### src/rtl/optt_pkg.sv
// Types and constants shared by the timer table modules.
package optt_pkg;

	localparam int DEPTH_DEF       = 16;
	localparam int HANDLE_BITS_DEF = 16;
	localparam int TIME_BITS_DEF   = 48;
	localparam int DELAY_W         = 31;
	localparam int OUT_HANDLE_W    = 16;

	typedef enum logic [1:0] {
		ACT_SCHEDULE = 2'd0,
		ACT_CANCEL   = 2'd1,
		ACT_TICK     = 2'd2
	} action_t;

	typedef enum logic [1:0] {
		KIND_SCHED  = 2'd0,
		KIND_FULL   = 2'd1,
		KIND_CANCEL = 2'd2,
		KIND_FIRED  = 2'd3
	} kind_t;

	typedef enum logic [2:0] {
		ST_IDLE,
		ST_SWEEP,
		ST_INSERT,
		ST_CSCAN,
		ST_TSCAN
	} state_t;

	typedef struct packed {
		logic [1:0]              action;
		logic [DELAY_W-1:0]      delay_ms;
		logic                    repeat_mode;
		logic [OUT_HANDLE_W-1:0] cancel_handle;
	} req_t;

	typedef struct packed {
		logic [1:0]              result_kind;
		logic [OUT_HANDLE_W-1:0] timer_handle;
		logic                    was_pending;
		logic                    last_result;
	} rsp_t;

	typedef struct packed {
		action_t                 op;
		logic [DELAY_W-1:0]      delay_ms;
		logic                    repeat_mode;
		logic [OUT_HANDLE_W-1:0] cancel_handle;
	} op_t;

endpackage

### src/rtl/optt_front.sv
// Front end: accepts request beats, drops unused codes and queues operations.
module optt_front (
	input  logic          clk,
	input  logic          arst_n,
	input  logic          req_valid,
	input  optt_pkg::req_t req,
	output logic          req_stall,
	output logic          op_valid,
	output optt_pkg::op_t op,
	input  logic          op_pop
);
	import optt_pkg::*;

	op_t        slot_q [2];
	logic       wr_q;
	logic       rd_q;
	logic [1:0] cnt_q;
	logic       known;
	logic       push;
	op_t        op_new;

	assign req_stall = (cnt_q == 2'd2);
	assign known     = (req.action == ACT_SCHEDULE) || (req.action == ACT_CANCEL) ||
	                   (req.action == ACT_TICK);
	// An unused action code is taken off the channel but never queued.
	assign push      = req_valid && !req_stall && known;

	always_comb begin
		op_new               = '0;
		op_new.op            = action_t'(req.action);
		op_new.delay_ms      = req.delay_ms;
		op_new.repeat_mode   = req.repeat_mode;
		op_new.cancel_handle = req.cancel_handle;
	end

	always_ff @(posedge clk or negedge arst_n) begin
		if (!arst_n) begin
			wr_q  <= 1'b0;
			rd_q  <= 1'b0;
			cnt_q <= 2'd0;
		end else begin
			if (push)
				wr_q <= ~wr_q;
			if (op_pop)
				rd_q <= ~rd_q;
			cnt_q <= cnt_q + {1'b0, push} - {1'b0, op_pop};
		end
	end

	always_ff @(posedge clk) begin
		if (push)
			slot_q[wr_q] <= op_new;
	end

	assign op_valid = (cnt_q != 2'd0);
	assign op       = slot_q[rd_q];

endmodule

### src/rtl/optt_engine.sv
// Back end: timer list kept in age order, swept, scanned and updated one entry a cycle unless rsp stalls it.
module optt_engine #(
	parameter int DEPTH       = optt_pkg::DEPTH_DEF,
	parameter int HANDLE_BITS = optt_pkg::HANDLE_BITS_DEF,
	parameter int TIME_BITS   = optt_pkg::TIME_BITS_DEF
) (
	input  logic           clk,
	input  logic           arst_n,
	input  logic           op_valid,
	input  optt_pkg::op_t  op,
	output logic           op_pop,
	output logic           rsp_valid,
	output optt_pkg::rsp_t rsp,
	input  logic           rsp_stall
);
	import optt_pkg::*;

	localparam int CW   = $clog2(DEPTH + 1);
	localparam int IW   = $clog2(DEPTH);
	localparam int CMPW = (HANDLE_BITS > OUT_HANDLE_W) ? HANDLE_BITS : OUT_HANDLE_W;

	state_t state_q, state_d;
	op_t    cur_q;
	logic [CW-1:0]          count_q;
	logic [CW-1:0]          ptr_q;
	logic [TIME_BITS-1:0]   now_q;
	logic [HANDLE_BITS-1:0] next_h_q;
	logic [HANDLE_BITS-1:0] pend_q;
	logic                   pend_v_q;

	// Entry 0 is the newest timer; entries at or above count_q are never live.
	logic [DEPTH-1:0]       live_q;
	logic [DEPTH-1:0]       canc_q;
	logic [DEPTH-1:0]       fired_q;
	logic [HANDLE_BITS-1:0] handle_q [DEPTH];
	logic [TIME_BITS-1:0]   due_q    [DEPTH];
	logic [DELAY_W-1:0]     period_q [DEPTH];

	rsp_t rsp_q;
	logic rsp_valid_q;

	logic [DEPTH-1:0] kill;
	logic [DEPTH-1:0] mask;
	logic             any_kill;
	logic [IW-1:0]    pidx;
	logic             at_end;
	logic             fire;
	logic             h_match;
	logic             out_free;
	logic [CMPW-1:0]  next_h_ext;
	logic [CMPW-1:0]  pend_ext;

	logic ld_op, compact, insert, now_inc, h_inc, t_fire, ptr_inc, c_hit, push;
	rsp_t push_d;

	always_comb begin
		for (int k = 0; k < DEPTH; k++)
			kill[k] = live_q[k] ? canc_q[k] : (CW'(k) < count_q);
		mask[0] = kill[0];
		for (int k = 1; k < DEPTH; k++)
			mask[k] = mask[k-1] | kill[k];
	end

	assign any_kill   = mask[DEPTH-1];
	assign pidx       = ptr_q[IW-1:0];
	assign at_end     = (ptr_q == count_q);
	assign fire       = live_q[pidx] && !canc_q[pidx] && (due_q[pidx] <= now_q);
	assign h_match    = live_q[pidx] &&
	                    (CMPW'(handle_q[pidx]) == CMPW'(cur_q.cancel_handle));
	assign out_free   = !rsp_valid_q || !rsp_stall;
	assign next_h_ext = CMPW'(next_h_q);
	assign pend_ext   = CMPW'(pend_q);

	always_ff @(posedge clk or negedge arst_n) begin
		if (!arst_n)
			state_q <= ST_IDLE;
		else
			state_q <= state_d;
	end

	always_comb begin
		state_d = state_q;
		op_pop  = 1'b0;
		ld_op   = 1'b0;
		compact = 1'b0;
		insert  = 1'b0;
		now_inc = 1'b0;
		h_inc   = 1'b0;
		t_fire  = 1'b0;
		ptr_inc = 1'b0;
		c_hit   = 1'b0;
		push    = 1'b0;
		push_d  = '0;
		unique case (state_q)
			ST_IDLE: begin
				if (op_valid) begin
					op_pop = 1'b1;
					ld_op  = 1'b1;
					unique case (op.op)
						ACT_SCHEDULE: state_d = ST_SWEEP;
						ACT_TICK:     state_d = ST_SWEEP;
						ACT_CANCEL:   state_d = ST_CSCAN;
						default:      state_d = ST_IDLE;
					endcase
				end
			end
			ST_SWEEP: begin
				// Remove one cancelled or freed entry a cycle, closing the gap.
				if (any_kill) begin
					compact = 1'b1;
				end else if (cur_q.op == ACT_TICK) begin
					now_inc = 1'b1;
					state_d = ST_TSCAN;
				end else begin
					state_d = ST_INSERT;
				end
			end
			ST_INSERT: begin
				if (out_free) begin
					push                = 1'b1;
					h_inc               = 1'b1;
					push_d.timer_handle = next_h_ext[OUT_HANDLE_W-1:0];
					push_d.last_result  = 1'b1;
					if (count_q == CW'(DEPTH)) begin
						push_d.result_kind = KIND_FULL;
					end else begin
						push_d.result_kind = KIND_SCHED;
						insert             = 1'b1;
					end
					state_d = ST_IDLE;
				end
			end
			ST_CSCAN: begin
				if (at_end || h_match) begin
					if (out_free) begin
						push                = 1'b1;
						push_d.result_kind  = KIND_CANCEL;
						push_d.timer_handle = cur_q.cancel_handle;
						push_d.was_pending  = !at_end && !fired_q[pidx];
						push_d.last_result  = 1'b1;
						c_hit               = !at_end;
						state_d             = ST_IDLE;
					end
				end else begin
					ptr_inc = 1'b1;
				end
			end
			ST_TSCAN: begin
				// The handle that fired last is held back until it is known
				// whether it is the final result of this tick.
				push_d.result_kind  = KIND_FIRED;
				push_d.timer_handle = pend_ext[OUT_HANDLE_W-1:0];
				if (at_end) begin
					if (!pend_v_q) begin
						state_d = ST_IDLE;
					end else if (out_free) begin
						push               = 1'b1;
						push_d.last_result = 1'b1;
						state_d            = ST_IDLE;
					end
				end else if (fire) begin
					if (!pend_v_q || out_free) begin
						t_fire  = 1'b1;
						ptr_inc = 1'b1;
						push    = pend_v_q;
					end
				end else begin
					ptr_inc = 1'b1;
				end
			end
			default: state_d = ST_IDLE;
		endcase
	end

	always_ff @(posedge clk or negedge arst_n) begin
		if (!arst_n) begin
			count_q     <= '0;
			ptr_q       <= '0;
			now_q       <= '0;
			next_h_q    <= '0;
			pend_v_q    <= 1'b0;
			live_q      <= '0;
			canc_q      <= '0;
			fired_q     <= '0;
			rsp_valid_q <= 1'b0;
		end else begin
			if (ld_op) begin
				ptr_q    <= '0;
				pend_v_q <= 1'b0;
			end else if (ptr_inc) begin
				ptr_q <= ptr_q + CW'(1);
			end
			if (compact) begin
				count_q <= count_q - CW'(1);
				live_q  <= (live_q & ~mask) | ({1'b0, live_q[DEPTH-1:1]} & mask);
				canc_q  <= (canc_q & ~mask) | ({1'b0, canc_q[DEPTH-1:1]} & mask);
				fired_q <= (fired_q & ~mask) | ({1'b0, fired_q[DEPTH-1:1]} & mask);
			end
			if (insert) begin
				count_q <= count_q + CW'(1);
				live_q  <= {live_q[DEPTH-2:0], 1'b1};
				canc_q  <= {canc_q[DEPTH-2:0], 1'b0};
				fired_q <= {fired_q[DEPTH-2:0], 1'b0};
			end
			if (t_fire) begin
				fired_q[pidx] <= 1'b1;
				pend_v_q      <= 1'b1;
				if (period_q[pidx] == '0)
					live_q[pidx] <= 1'b0;
			end
			if (c_hit)
				canc_q[pidx] <= 1'b1;
			if (now_inc)
				now_q <= now_q + TIME_BITS'(1);
			if (h_inc)
				next_h_q <= next_h_q + HANDLE_BITS'(1);
			if (push)
				rsp_valid_q <= 1'b1;
			else if (!rsp_stall)
				rsp_valid_q <= 1'b0;
		end
	end

	always_ff @(posedge clk) begin
		if (ld_op)
			cur_q <= op;
		if (compact) begin
			for (int k = 0; k < DEPTH - 1; k++) begin
				if (mask[k]) begin
					handle_q[k] <= handle_q[k+1];
					due_q[k]    <= due_q[k+1];
					period_q[k] <= period_q[k+1];
				end
			end
		end
		if (insert) begin
			for (int k = DEPTH - 1; k > 0; k--) begin
				handle_q[k] <= handle_q[k-1];
				due_q[k]    <= due_q[k-1];
				period_q[k] <= period_q[k-1];
			end
			handle_q[0] <= next_h_q;
			due_q[0]    <= now_q + TIME_BITS'(cur_q.delay_ms);
			period_q[0] <= (cur_q.repeat_mode && (cur_q.delay_ms != '0)) ?
			               cur_q.delay_ms : '0;
		end
		if (t_fire) begin
			pend_q <= handle_q[pidx];
			if (period_q[pidx] != '0)
				due_q[pidx] <= due_q[pidx] + TIME_BITS'(period_q[pidx]);
		end
		if (push)
			rsp_q <= push_d;
	end

	assign rsp_valid = rsp_valid_q;
	assign rsp       = rsp_q;

endmodule

### src/rtl/oneshot_periodic_timer_table_top.sv
// Top level of the one-shot and periodic timer table.
//
// The req channel carries one operation per beat: schedule (delay and repeat
// flag), cancel (handle) or a one millisecond tick. Beats with the unused
// action code are taken and dropped. The rsp channel returns one beat per
// result; last_result marks the final beat caused by an operation. A tick
// returns one beat for each timer that fires, newest first, or none at all.
// Accepted operations wait in a two-entry queue in front of the engine, so
// req keeps flowing while a result is stalled on rsp.
// Per operation, a schedule sweeps out removed entries and then inserts, a
// cancel scans for its handle and a tick sweeps and then scans; the engine
// works through the age-ordered list one entry a cycle unless rsp holds it.
// A stall on rsp holds the result register and, once a further result is
// ready, stops the engine; req then stalls when the queue has filled.
// Reset empties the table, clears the clock and the handle counter, and
// drops queued operations and a waiting result.
module oneshot_periodic_timer_table_top #(
	parameter int DEPTH       = optt_pkg::DEPTH_DEF,
	parameter int HANDLE_BITS = optt_pkg::HANDLE_BITS_DEF,
	parameter int TIME_BITS   = optt_pkg::TIME_BITS_DEF
) (
	input  logic           clk,
	input  logic           arst_n,
	input  logic           req_valid,
	input  optt_pkg::req_t req,
	output logic           req_stall,
	output logic           rsp_valid,
	output optt_pkg::rsp_t rsp,
	input  logic           rsp_stall
);
	import optt_pkg::*;

	op_t  op;
	logic op_valid;
	logic op_pop;

	optt_front u_front (
		.clk       (clk),
		.arst_n    (arst_n),
		.req_valid (req_valid),
		.req       (req),
		.req_stall (req_stall),
		.op_valid  (op_valid),
		.op        (op),
		.op_pop    (op_pop)
	);

	optt_engine #(
		.DEPTH       (DEPTH),
		.HANDLE_BITS (HANDLE_BITS),
		.TIME_BITS   (TIME_BITS)
	) u_engine (
		.clk       (clk),
		.arst_n    (arst_n),
		.op_valid  (op_valid),
		.op        (op),
		.op_pop    (op_pop),
		.rsp_valid (rsp_valid),
		.rsp       (rsp),
		.rsp_stall (rsp_stall)
	);

endmodule

### config.mk
export PLATFORM = sky130hd
export DESIGN_NAME = oneshot_periodic_timer_table_top
export DESIGN_NICKNAME = d
export VERILOG_FILES = /design/src/rtl/optt_pkg.sv /design/src/rtl/optt_front.sv /design/src/rtl/optt_engine.sv /design/src/rtl/oneshot_periodic_timer_table_top.sv
export SDC_FILE = /design/constraint.sdc
export NUM_CORES = 2
export LEC_CHECK = 0
export BUFFER_PORTS_ARGS = -buffer_cell sky130_fd_sc_hd__buf_2
export CORE_MARGIN = 2
export CORE_UTILIZATION = 50
export CTS_CLUSTER_SIZE = 40
export DETAILED_ROUTE_END_ITERATION = 7
export HOLD_SLACK_MARGIN = 0.06
export MAX_ROUTING_LAYER = met4
export PLACE_DENSITY_LB_ADDON = 0.08
export SLEW_MARGIN = 10
export SYNTH_ARGS = -nofsm -noshare
export SYNTH_HDL_FRONTEND = slang
export SYNTH_SLANG_ARGS = --single-unit
### constraint.sdc
create_clock -name clk -period 9.55 [get_ports clk]
set_input_delay 1.91 -clock clk [delete_from_list [all_inputs] [get_ports clk]]
set_output_delay 1.91 -clock clk [all_outputs]
set_load 0.01 [all_outputs]
Yosys cells after proc, flatten, opt, wreduce, memory -nomap -nowiden
Memories as Yosys holds them, arrays and structs flattened.
Cells that the tools add are included.
Word-level totals
  word-level logic and storage cells: 370
  output and inout bits: 22
  flip-flop bits (word level): 217
  RAM bits: 1620
  memories: 4
Cells by class
  equality and inequality tests: 18
  order comparisons: 19
  bitwise operators: 76
  mux-type cells: 188
  reduce and logical (&&, ||, !) cells: 34
  add/sub/neg operators: 9
Memory list
  u_engine.due_q: words 16, bits a word 48, rd ports 17, clocked after Yosys merged registers in 0, write ports 16, line optt_engine.sv:36  | logic [TIME_BITS-1:0] due_q [DEPTH];
  u_engine.period_q: words 16, bits a word 31, rd ports 17, clocked after Yosys merged registers in 0, write ports 16, line optt_engine.sv:37  | logic [DELAY_W-1:0] period_q [DEPTH];
  u_engine.handle_q: words 16, bits a word 16, rd ports 17, clocked after Yosys merged registers in 0, write ports 16, line optt_engine.sv:35  | logic [HANDLE_BITS-1:0] handle_q [DEPTH];
  u_front.slot_q: words 2, bits a word 50, rd ports 1, clocked after Yosys merged registers in 0, write ports 1, line optt_front.sv:14  | op_t slot_q [2];
Operator list (count)
  2-to-1 mux 48 bit: 16
  2-to-1 mux 31 bit: 16
  2-to-1 mux 16 bit: 25
  2-to-1 mux 1 bit: 106
  adder 48 x 31 -> 48 bit: 2
  OR 16 bit: 5
  bitwise AND 16 bit: 4
  nonzero test 31 bit: 2
  OR 1 bit: 60
  one-hot mux 18 bit (3 select lines): 1
  adder 48 x 1 -> 48 bit (second input constant): 1
  bitwise AND 15 x 16 -> 16 bit: 3
  <= comparator 48 bit: 1
  OR reduction 48 bit: 1
  < comparator 4 x 5 -> 1 bit (first input constant): 8
  2-to-1 mux 20 bit: 2
  NOT 16 bit: 2
  zero test 31 bit: 1
  2-to-1 mux 3 bit: 7
  < comparator 3 x 5 -> 1 bit (first input constant): 4
  2-to-1 mux 5 bit: 4
  2-to-1 mux 17 bit: 1
  adder 16 x 1 -> 16 bit (second input constant): 1
  == test 16 bit: 1
  other kinds (34): 70

Depth between registers and ports, before layout
  depth after elaboration: 25
  gate-level depth with buffers: 26
  mapped depth without buffers: 14

Modules after synthesis
Synthesis repeated with hierarchy kept, for this count alone.
Unflattened totals
  cells, all modules: 8908
  area total of the unflattened synthesis: 101043.2 µm²
Modules (own cells, without submodules)
  optt_engine: instances 1, cells each 8734, area an instance 96969.3 µm²
  optt_front: instances 1, cells each 174, area an instance 4073.9 µm²

Least setup slack after synthesis
No wires, ideal clock.
  path type: reg-to-reg
  start point: register u_engine.count_q[1]
  end point: memory u_engine.due_q[5][0] (netlist name) (enable)
  path buffers: 3
  cell stages (with the launch flop): 13
  setup slack: 2.159 ns
  library setup time: 0.412 ns
  data arrival time: 6.979 ns
  clock period less this slack: 7.391 ns
  required time: 9.138 ns
  cells stage by stage: dfrtp_1 > clkbuf_1 > inv_1 > ha_1 > nor4b_1 > o21ai_0 > a2111oi_0 > o21a_1 > buf_2 > a31o_2 > clkbuf_1 > o21ai_0 > nand2b_1
RTL lines
  start: declaration: line optt_engine.sv:24  | logic [CW-1:0] count_q;
  start signal: assignment: line optt_engine.sv:194  | count_q <= count_q - CW'(1);
  start signal: assignment: line optt_engine.sv:200  | count_q <= count_q + CW'(1);
  end: declaration: line optt_engine.sv:36

==> summary.md <==
| Metric | Value |
|---|---|
| Critical path type | `register to register` |
| CTS max path bufs | `3` |
| CTS Buf Count | `roughly 200` |
| Area Overhead vs Synth | `9.21%` |
| Synth warn | `0` |
| Final Max Tran Viols | `0` |
| Post-synthesis average cell area | `10.4 um2` |
| Clock skew | `32.0 ps` |
| Cell Area, Synth | `102000 um2` |
| Gr ovfl total | `0` |
| Worst Setup End Kind | `register` |
| I/O Pins | `76` |
| Layout fillers | `17500` |
| Worst-path fanout max | `about 50` |
| Cell taking the most area after synthesis | `edfxtp_1` |
| Largest family of logic cells by synthesized area | `simple AND/OR/NAND/NOR gates` |
| Root buf cell | `clkbuf_16` |
| Netlist cell types | `83` |
| Synth top area share | `50.3%` |
| Die ar. | `between 200000 and 250000 um2` |
| Vias | `~76000` |
| Ys flop type | `edfxtp_1` |
| Clock latency at the later pin of the worst-skew pair | `860 ps` |
| Minimum clock period | `7550 ps` |
| Synthesized net count | `slightly below 10000` |
| Total track usage | `31.8%` |
| Max H-tree Level | `4` |
| Cell Rows | `approximately 170` |
| Status | `finished with violations` |
| 1st-pass router iterations | `8` |
| Slowest CP cell | `or2_4` |
| Final HPWL from detailed placement | `a little under 200000 um` |
| TNS Setup | `0 ps` |
| Vias per cell | `between 6 and 7` |
| Clock transition at path regs | `roughly 60 ps` |
| # setup viols final | `0` |
| DRT iter0 DRCs | `between 9000 and 10000` |
| Final GP Congestion | `0.914` |
| Post-synth EDFFs | `between 1500 and 2000` |
| Setup Buffers After CTS | `0` |
| Gate Count Post-Synth | `between 9000 and 10000` |
| Worst-margin pin slew | `between 1000 and 1500 ps` |
| Top cell by count, worst path | `a21o_1` |
| CP Cell Sequence | `buf_12, mux4_2, mux4_2, ha_1, a21o_1, a21o_1, a21oi_1, o211ai_1, a221oi_1, a21o_1, and3_4, and3_4, or2_4` |
| Top delay family on crit path | `compound AO/OA/AOI/OAI gates` |
| Final-report hold violation count | `0` |
| Flops & latches, synth | `1837` |
| Synth top area cells | `edfxtp_1, nand2_1, mux4_2, mux2i_1, dfrtp_1` |
| Post-synthesis adder-cell area fraction | `1.54%` |
| Fraction of layout cells with a size suffix above 1 | `11.8%` |
| CP max stage delay | `980 ps` |
| Final WL | `roughly 320000 um` |
| Kind of start point of the critical path | `register` |
| Post-CTS Resized | `0` |
| Synth async-reset ratio | `between 7 and 8%` |
| Effective utilization at floorplan | `between 50% and 60%` |
| Max-cap check violation count | `0` |
| Layout Cells excl Fill | `~12000` |
| Final period util | `between 70% and 80%` |
| Die Y | `about 460 um` |
| Remaining DRCs | `1` |
| Core box area | `roughly 200000 um2` |
| Worst Hold Class | `register to register` |
| Rel. slew slack | `a little under a fifth` |
| Die X | `roughly 460 um` |
| First-pass GRT wire length | `between 400000 and 500000 um` |
| Initial antenna violation count | `13` |
| CP Data Required Time | `about 10000 ps` |
| Most common cell after layout, fill and taps aside | `nand2_1` |
| Sequential fraction of the synthesis area | `53.5%` |
| Synth Area in Simple Gates | `between 10% and 20%` |
| CTS tree | `yes` |
| Nets | `between 9000 and 10000` |
| Failing checks | `design-rule violations` |
| Vias in the first global route | `72500` |
| Clock sinks | `roughly 1800` |
| Signal arrival time at the worst endpoint | `8020 ps` |
| Largest net degree at the start of global routing | `245` |
| Routed Antenna Nets | `0` |
| Wirelength per Cell | `approximately 26 um` |
| CP Buf/Inv Count | `1` |
| FMAX | `~130 MHz` |
| # port buffers | `75` |
| DP Cell Count | `12000` |
| Unrepaired setup endpoints after global routing | `no` |
| Xor and xnor area share after synthesis | `~1.4%` |
| Hold buffers post-CTS | `0` |
| Commonest cells after routing, fill and taps aside | `nand2_1, edfxtp_1, o21ai_0, mux2i_1, mux4_2` |
| Compound-cell area share of the yosys netlist | `6.78%` |
| Portion of netlist area occupied by mux cells | `roughly 15%` |
[layout make-up]
type,count,area (um2),area share [%]
tap,2672,3340,3.01
inverter,112,428,0.385
antenna,7,17.5,0.0158
timing repair buffer,235,1850,1.66
multi-input combinational,7132,44500,40.0
clock inverter,118,1080,0.969
clock buffer,262,5490,4.94
sequential,1837,54500,49.0
[kinds of logic after synthesis]
kind of cell	count (synthesis)
buffers and inverters	790
adders and majority gates	124
muxes	974
DFF	1837
xor gates and xnor gates	163
AOI/OAI and AO/OA	1140
and+or+nand+nor	4731
[state kept, by name, indices dropped and copies added (netlist names)]
name,count
u_engine.canc_q,16
u_engine.count_q,5
u_engine.cur_q,50
u_engine.due_q,768
u_engine.fired_q,16
u_engine.handle_q,256
u_engine.live_q,16
u_engine.next_h_ext,16
u_engine.now_q,48
u_engine.pend_ext,16
u_engine.pend_v_q,1
u_engine.period_q,496
u_engine.ptr_q,5
u_engine.rsp,20
u_engine.rsp_valid,1
u_engine.state_q,3
u_front.cnt_q,2
u_front.rd_q,1
u_front.slot_q,100
u_front.wr_q,1
[worst paths after layout]
check	startpoint	to	slack, ps	cells past startpoint
worst max-delay path	u_engine.ptr_q[0]	u_engine.due_q[4][10]	2000	13
worst min-delay path	u_engine.handle_q[14][8]	u_engine.handle_q[15][8]	480	0
worst max register to register	u_engine.ptr_q[0]	u_engine.due_q[4][10]	2000	13
worst min register to register	u_engine.handle_q[14][8]	u_engine.handle_q[15][8]	480	0
max in group asynchronous	arst_n	u_engine.ptr_q[3]	7080	2
min in group asynchronous	arst_n	u_engine.fired_q[0]	1150	1
[worst register-to-register path, stage by stage (launching register included)]
cell      delay [ps]
dfrtp_4          810
buf_12           480
mux4_2           690
mux4_2           570
ha_1             330
a21o_1           180
a21o_1           190
a21oi_1          360
o211ai_1         150
a221oi_1         770
a21o_1           690
and3_4           360
and3_4           540
or2_4            980
[stage by stage]
| step | utilization (%) | setup WS [ps] | hold slack, ps | cell area (um2) |
|---|---|---|---|---|
| 2_1_floorplan | - | 2160 | 444 | 102000 |
| 3_3_place_gp | 51.7 | 1990 | 456 | 105000 |
| 3_5_place_dp | 51.7 | 2050 | 465 | 105000 |
| 4_1_cts | 54.9 | 2010 | 479 | 111000 |
| 5_1_grt | 55.0 | 1840 | 491 | 111000 |
| 6_report | 55.0 | 2000 | 479 | 111000 |
[cell usage after synthesis (11+ instances only)]
master,number
a31oi_1,35
mux2i_1,453
o21ai_0,562
a21oi_1,157
xnor2_1,118
buf_6,17
a22o_1,50
clkbuf_1,516
mux2_2,73
nor4_1,22
o21ai_1,11
a221oi_1,27
nand2b_1,26
nor3_1,53
dfrtp_1,131
buf_4,14
xor2_1,44
nor2b_1,28
edfxtp_1,1706
a22oi_1,35
and2_1,32
o21bai_1,13
inv_1,110
a221o_1,19
a21o_1,65
ha_1,122
buf_1,23
o21a_1,18
o211ai_1,23
nand3_1,72
nand2_1,4156
o22ai_1,20
or3_1,16
a211oi_1,35
mux4_2,448
buf_2,107
nor2_1,188
and3_1,30
nand4_1,58
[layer usage]
layer  vias up  routed length [um]  GRT usage, %
met5         -                   0             -
met4         0               10000          9.59
met3       567               26600          5.03
met2      3577              151000          49.2
met1     38100              135000          43.3
li1      34000                   -             -
Power is left out: the tool's default activity adds up to more than one toggle a clock period on the data nets, which glitch-free logic cannot reach.
